`config.mk`:
```
export PLATFORM = sky130hd
export DESIGN_NAME = rpp_interp
export DESIGN_NICKNAME = d
export VERILOG_FILES = /design/src/rpp_pkg.sv /design/src/rpp_interp.sv
export SDC_FILE = /design/constraint.sdc
export NUM_CORES = 2
export LEC_CHECK = 0
export ABC_CLOCK_PERIOD_IN_PS = 13100
export BUFFER_PORTS_ARGS = -buffer_cell sky130_fd_sc_hd__buf_2
export CORE_UTILIZATION = 55
export CTS_BUF_LIST = sky130_fd_sc_hd__clkbuf_4
export CTS_CLUSTER_SIZE = 40
export DETAILED_ROUTE_END_ITERATION = 7
export GPL_TIMING_DRIVEN = 0
export PLACE_DENSITY_LB_ADDON = 0.3
export SLEW_MARGIN = 5
export SYNTH_ARGS = -nofsm -noshare
export SYNTH_HDL_FRONTEND = slang
export SYNTH_SLANG_ARGS = --single-unit
```
`constraint.sdc`:
```
create_clock -name clk_i -period 13.1 [get_ports clk_i]
set_clock_uncertainty 0.1 [all_clocks]
set_input_delay 1.965 -clock clk_i [delete_from_list [all_inputs] [get_ports clk_i]]
set_output_delay 1.965 -clock clk_i [all_outputs]
set_load 0.01 [all_outputs]
```
`src/rpp_pkg.sv`:
```
// ----------------------------------------------------------------------------
// rpp_pkg
// shared constants and table generator for the point rotation pipeline
// ----------------------------------------------------------------------------
package rpp_pkg;

  localparam int DegreesPerTurn    = 360;
  localparam int TableEntries      = 361;
  localparam int TableFractionBits = 16;
  localparam int TableIdxW         = $clog2(TableEntries);
  localparam int Stages            = 7;

  // 180/pi in Q24
  localparam logic [29:0] DegPerRadQ24 = 30'd961263669;
  // floor(2^32 / 360), quotient may come out one low
  localparam logic [23:0] Recip360 = 24'd11930464;
  // makes the turn count non-negative before the reduction
  localparam logic [22:0] TurnBias = 23'd2949120;

  localparam longint PiQ30  = 64'sd3373259426;
  localparam longint Q30One = 64'sd1073741824;

  // taylor term divisors (2k)(2k+1) for sine and (2k-1)(2k) for cosine
  localparam longint SinDiv [10] = '{64'sd6, 64'sd20, 64'sd42, 64'sd72, 64'sd110,
                                     64'sd156, 64'sd210, 64'sd272, 64'sd342, 64'sd420};
  localparam longint CosDiv [10] = '{64'sd2, 64'sd12, 64'sd30, 64'sd56, 64'sd90,
                                     64'sd132, 64'sd182, 64'sd240, 64'sd306, 64'sd380};

  // sin (is_cos = 0) or cos (is_cos = 1) of angle x (Q30) mapped by quadrant, Q1.frac
  function automatic longint trig_entry(longint x, int quad, bit is_cos, int frac);
    longint x2, ts, ss, tc, sc, so, co, v;
    int     sh;
    x2 = (x * x) >>> 30;
    ts = x;
    ss = x;
    tc = Q30One;
    sc = Q30One;
    for (int k = 1; k <= 10; k++) begin
      ts = ((ts * x2) >>> 30) / SinDiv[k-1];
      tc = ((tc * x2) >>> 30) / CosDiv[k-1];
      if ((k & 1) == 1) begin
        ss = ss - ts;
        sc = sc - tc;
      end else begin
        ss = ss + ts;
        sc = sc + tc;
      end
    end
    case (quad)
      0: begin so = ss;  co = sc;  end
      1: begin so = sc;  co = -ss; end
      2: begin so = -ss; co = -sc; end
      default: begin so = -sc; co = ss; end
    endcase
    v  = is_cos ? co : so;
    sh = 30 - frac;
    if (sh != 0) begin
      v = (v + (64'sd1 <<< (sh - 1))) >>> sh;
    end
    return v;
  endfunction

endpackage

```
`src/rpp_interp.sv`:
```
// ----------------------------------------------------------------------------
// rpp_interp
// linear interpolation between floor and next degree (2 stages)
// ----------------------------------------------------------------------------
module rpp_interp #(
  parameter int TableFractionBits = rpp_pkg::TableFractionBits,
  localparam int TW = TableFractionBits + 2
) (
  input  logic                 clk_i,
  input  logic [1:0]           en_i,
  input  logic signed [TW-1:0] sin0_i,
  input  logic signed [TW-1:0] sin1_i,
  input  logic signed [TW-1:0] cos0_i,
  input  logic signed [TW-1:0] cos1_i,
  input  logic [15:0]          frac_i,
  output logic signed [TW-1:0] sin_o,
  output logic signed [TW-1:0] cos_o
);

  localparam int PW = TW + 18;

  logic signed [17:0] w0, w1;
  assign w0 = $signed(18'h10000 - {2'b00, frac_i});
  assign w1 = $signed({2'b00, frac_i});

  logic signed [PW-1:0] sa_q, sb_q, ca_q, cb_q;
  logic signed [PW:0]   ssum, csum;
  logic signed [PW:0]   ssh, csh;

  assign ssum = PW'(sa_q) + PW'(sb_q) + (PW+1)'(32768);
  assign csum = PW'(ca_q) + PW'(cb_q) + (PW+1)'(32768);
  assign ssh  = ssum >>> 16;
  assign csh  = csum >>> 16;

  always_ff @(posedge clk_i) begin
    if (en_i[0]) begin
      sa_q <= PW'(sin0_i) * PW'(w0);
      sb_q <= PW'(sin1_i) * PW'(w1);
      ca_q <= PW'(cos0_i) * PW'(w0);
      cb_q <= PW'(cos1_i) * PW'(w1);
    end
    if (en_i[1]) begin
      sin_o <= ssh[TW-1:0];
      cos_o <= csh[TW-1:0];
    end
  end

endmodule

```
# Word-level counts from Yosys, hierarchy flattened
# Cells that the tools add are included.
# word_totals
reg_bits	172
in_bits	91
output_inout_bits	36
wordCells	15
# op_classes
addsub	5
multipliers	4
# op_table
cell	n
adder 34 x 17 -> 34 bit (second input constant)	2
adder 34 bit	2
multiplier 18 x 17 -> 34 bit	2
multiplier 18 x 18 -> 34 bit	2
subtractor 17 x 16 -> 18 bit (first input constant)	1

# Logic depth before layout (Yosys ltp)
# depth
word_depth	2
mapped_depth	32
mapped_depth_nobuf	29

# Least setup slack after synthesis
# OpenSTA, ideal clock, no wires.
# synth_path
path_type	input -> register
from	in frac_i[0]
to	reg ca_q[33] (data pin)
setup_ns	0.258
t_arrival_ns	9.117
required_ns	12.742
path_slack_ns	3.625
path_stages	30
path_buffers	3
path_cell_list	clkbuf_1 -> clkbuf_1 -> inv_1 -> ha_1 -> inv_1 -> or4_1 -> xor2_1 -> clkbuf_1 -> and2_1 -> fa_1 -> inv_1 -> fa_1 -> fa_1 -> fa_1 -> inv_1 -> fa_1 -> inv_1 -> fa_1 -> inv_1 -> ha_1 -> and3_1 -> o211a_1 -> a2111o_1 -> o211a_1 -> a221oi_2 -> o21ai_2 -> nor3_2 -> o21bai_1 -> a21oi_2 -> xnor2_1
# synth_via
elab_chain_cells	2
# synth_lines
element	line_no	rtl
start: declaration	rpp_interp.sv:15	input logic [15:0] frac_i,
subtractor 17 x 16 -> 18 bit	rpp_interp.sv:23	assign w0 = $signed(18'h10000 - {2'b00, frac_i});
multiplier 18 x 18 -> 34 bit	rpp_interp.sv:39	ca_q <= PW'(cos0_i) * PW'(w0);
end signal: assignment	rpp_interp.sv:39	
end: declaration	rpp_interp.sv:26	logic signed [PW-1:0] sa_q, sb_q, ca_q, cb_q;
# No other way between the ends.
# A chain may end at the register's enable or synchronous reset.

# Worst setup path after layout
# layout_path
from	in frac_i[0]
to	reg ca_q[32] (data pin)
# Same word-level chain as after synthesis.

==> flow_summary.ini <==
[detailed_routing]
viasPerCell = 5.43
drtAntennaViolNets = 0
wl_per_cell_um = 20.1
wl_mm = 139
vias = 37482
drtIter0Drc = 2859
drt_first_pass_iters = 6
drc = 0

[global_route]
grt_max_degree = 98
grt-ovfl-total = 0
gr-usage-all-layers_pct = 30.8
antenna_found_initial = 18
grt_pass1_wl_mm = 223
grt_pass1_vias = 40054

[die]
rows = 112
die_x_um = 310
ioPinCount = 127
start_util_pct = 55.6
die_h_um = 310
core_um2 = 93600
dieArea_um2 = 95900

[clock_tree]
cts_buffers = 17
cts_root_buffer = clkbuf_4
htree_num_levels = 4
clk_latency_ns = 0.61
cts_tree = built
postCtsHoldBufs = 0
clkTransAtPathRegs_ns = 0.16
clk_path_buf_depth = 2
clock-sinks = 172
cts_resized = 0
cts_setup_buffers = 0

[run_status]
status = finished clean

[final_layout]
area_growth_pct = 5.02
fin_nets = 7358
final_cell_area_um2 = 54700
regArea_um2 = 5160
final.fill_count = 8208
layout-drive-gt1-share_pct = 3.41
fin_cells = 6902
multiInputGateArea_um2 = 40900

[placed_design]
io_buffers = 126
gp_congestion = 0.955
place_area_um2 = 54400
dp_cells = 6859
dp_hpwl_mm = 118

[yosys]
yosys-top-cells-area = fa_1, ha_1, inv_1, edfxtp_1, and2_1
synth_cell_types = 69
synth_edf_count = 172
yosysWarningCount = 0
synth_top_cell_area_share_pct = 45.1
ys_seq_area_share_pct = 9.91
netlist_area_um2 = 52100
yosys.area.top_type = fa_1
ys_async_sr_fraction_pct = 0
synth_cells = 5476
syn_nets = 7210
avgSynthCellArea_um2 = 9.51
ys_ff_latch = 172
ys.flop_type = edfxtp_1

[setup_path]
worst_ep_arrival_time_ns = 11.88
crit_path_end_kind = flop
critical_path_class = primary input to flop
path_buf_inv = 10
critical-path-top-delay-family = adder cells
slowest_stage = clkbuf_1
start_kind = primary input
slowest_delay_ns = 0.93
cp_max_fo = 10
crit_required_ns = 13.34

[sta]
setup_violations = 0
whs_ns = 0.665
relSlewSlack_pct = 10.0
rsz0062_at_grt = false
drv_slew = 0
fmax_mhz = 85.9
period_minus_slack_ns = 11.65
finalSetupTns_ns = 0
worst_pin_slew_ns = 1.35
finalHoldViolCount = 0
finalCritPeriodShare_pct = 88.9

[min_path]
hold_class = flop to flop

[job]
cap_viol_max_count = 0
## placed cells by master, fill, tap and decap left out, types with 98 or more instances in the layout
cell type / instances
buf_2: 125
nand2_1: 671
xnor2_1: 147
ha_1: 469
nor2_1: 98
clkbuf_1: 191
edfxtp_1: 172
fa_1: 1174
and2_1: 579
inv_1: 1421
a21oi_1: 104
## sequential cells by signal (all words and copies together), names as in the netlist
signal	cells
cb_q	34
sb_q	34
sa_q	34
ca_q	34
sin_o	18
cos_o	18
## worst register-to-register path, stage by stage, from the launching register on
cell and delay [ns]:
edfxtp_1 0.44, ha_1 0.32, ha_1 0.34, and4_1 0.23, and4_1 0.22, a32oi_1 0.12
nand4_1 0.25, nand2_1 0.11, o21ai_0 0.50, nand4_1 0.20, nand3b_1 0.17, a21oi_1 0.10
xnor2_1 0.55
## synth_stat cells (3+ instances only)
master and instances:
o2111ai_1 3, ha_1 469, a2bb2oi_1 3, o31ai_1 4, a41o_1 4, nor3_1 26
or2_2 5, a211oi_1 12, o211a_1 4, or3_1 12, nor2b_1 13, a211o_1 4
xor2_1 43, and2_1 579, xnor2_1 154, o21a_1 32, o211ai_1 7, nand3b_1 4
nand2b_1 16, o21ai_0 62, nand3_1 24, o21bai_1 17, nand2_1 671, a31oi_1 13
a221oi_1 3, nand4_1 13, fa_1 1174, a21oi_1 104, nor4_1 4, inv_1 1421
nor2_1 98, clkbuf_1 191, and3_1 14, a31o_2 3, a21o_1 48, a2111oi_0 3
edfxtp_1 172, or4_1 6
## cells by family (layout without fill, tap and decap cells)
| logic type | after synthesis | after routing | synth area share (%) |
|---|---|---|---|
| compound gates | 358 | 358 | 4.58 |
| simple gates | 1494 | 1494 | 14.2 |
| other cells | 0 | 11 | 0 |
| flops | 172 | 172 | 9.91 |
| fa+ha+maj | 1643 | 1643 | 56.4 |
| xor+xnor | 197 | 197 | 3.31 |
| buf+inv | 1612 | 1773 | 11.6 |
## final cells by class
type | count | area share [%]
Timing Repair Buffer | 129 | 1.26
Clock buffer | 18 | 0.247
Inverter | 1421 | 9.75
Multi-Input combinational cell | 3692 | 74.8
Sequential cell | 172 | 9.44
Antenna cell | 11 | 0.0503
Clock inverter | 14 | 0.247
Buffer | 191 | 1.31
Tap cell | 1254 | 2.87
## path summary, 6_finish.rpt
check,depth (start not counted),end,slack (ns),start
setup reg to reg,12,cos_o[16]$_DFFE_PP_,9.18,ca_q[16]$_DFFE_PP_
setup / recovery,31,ca_q[32]$_DFFE_PP_,1.45,frac_i[0]
hold reg to reg,2,sin_o[17]$_DFFE_PP_,0.66,sb_q[33]$_DFFE_PP_
hold / removal,2,sin_o[17]$_DFFE_PP_,0.66,sb_q[33]$_DFFE_PP_
## routing by layer
| metal | track usage, % | routed length [um] | up-vias |
|---|---|---|---|
| li1 | - | - | 16472 |
| met1 | 42.8 | 56700 | 19197 |
| met2 | 49.1 | 64300 | 1519 |
| met3 | 5.92 | 13000 | 286 |
| met4 | 9.26 | 4970 | 8 |
| met5 | 0 | 55 | - |
## metrics by stage
| step | util [%] | worst slack [ns] |
|---|---|---|
| final | 58.4 | 1.45 |
| after global routing | 58.4 | 1.29 |
| after CTS | 58.4 | 1.33 |
| after detailed placement | 58.1 | 0.693 |
| after global placement | 58.0 | 0.645 |
| after floorplan | - | 3.62 |
Power is not shown: default switching activity piles up to over one toggle a cycle in this logic, so the estimate is an artifact.
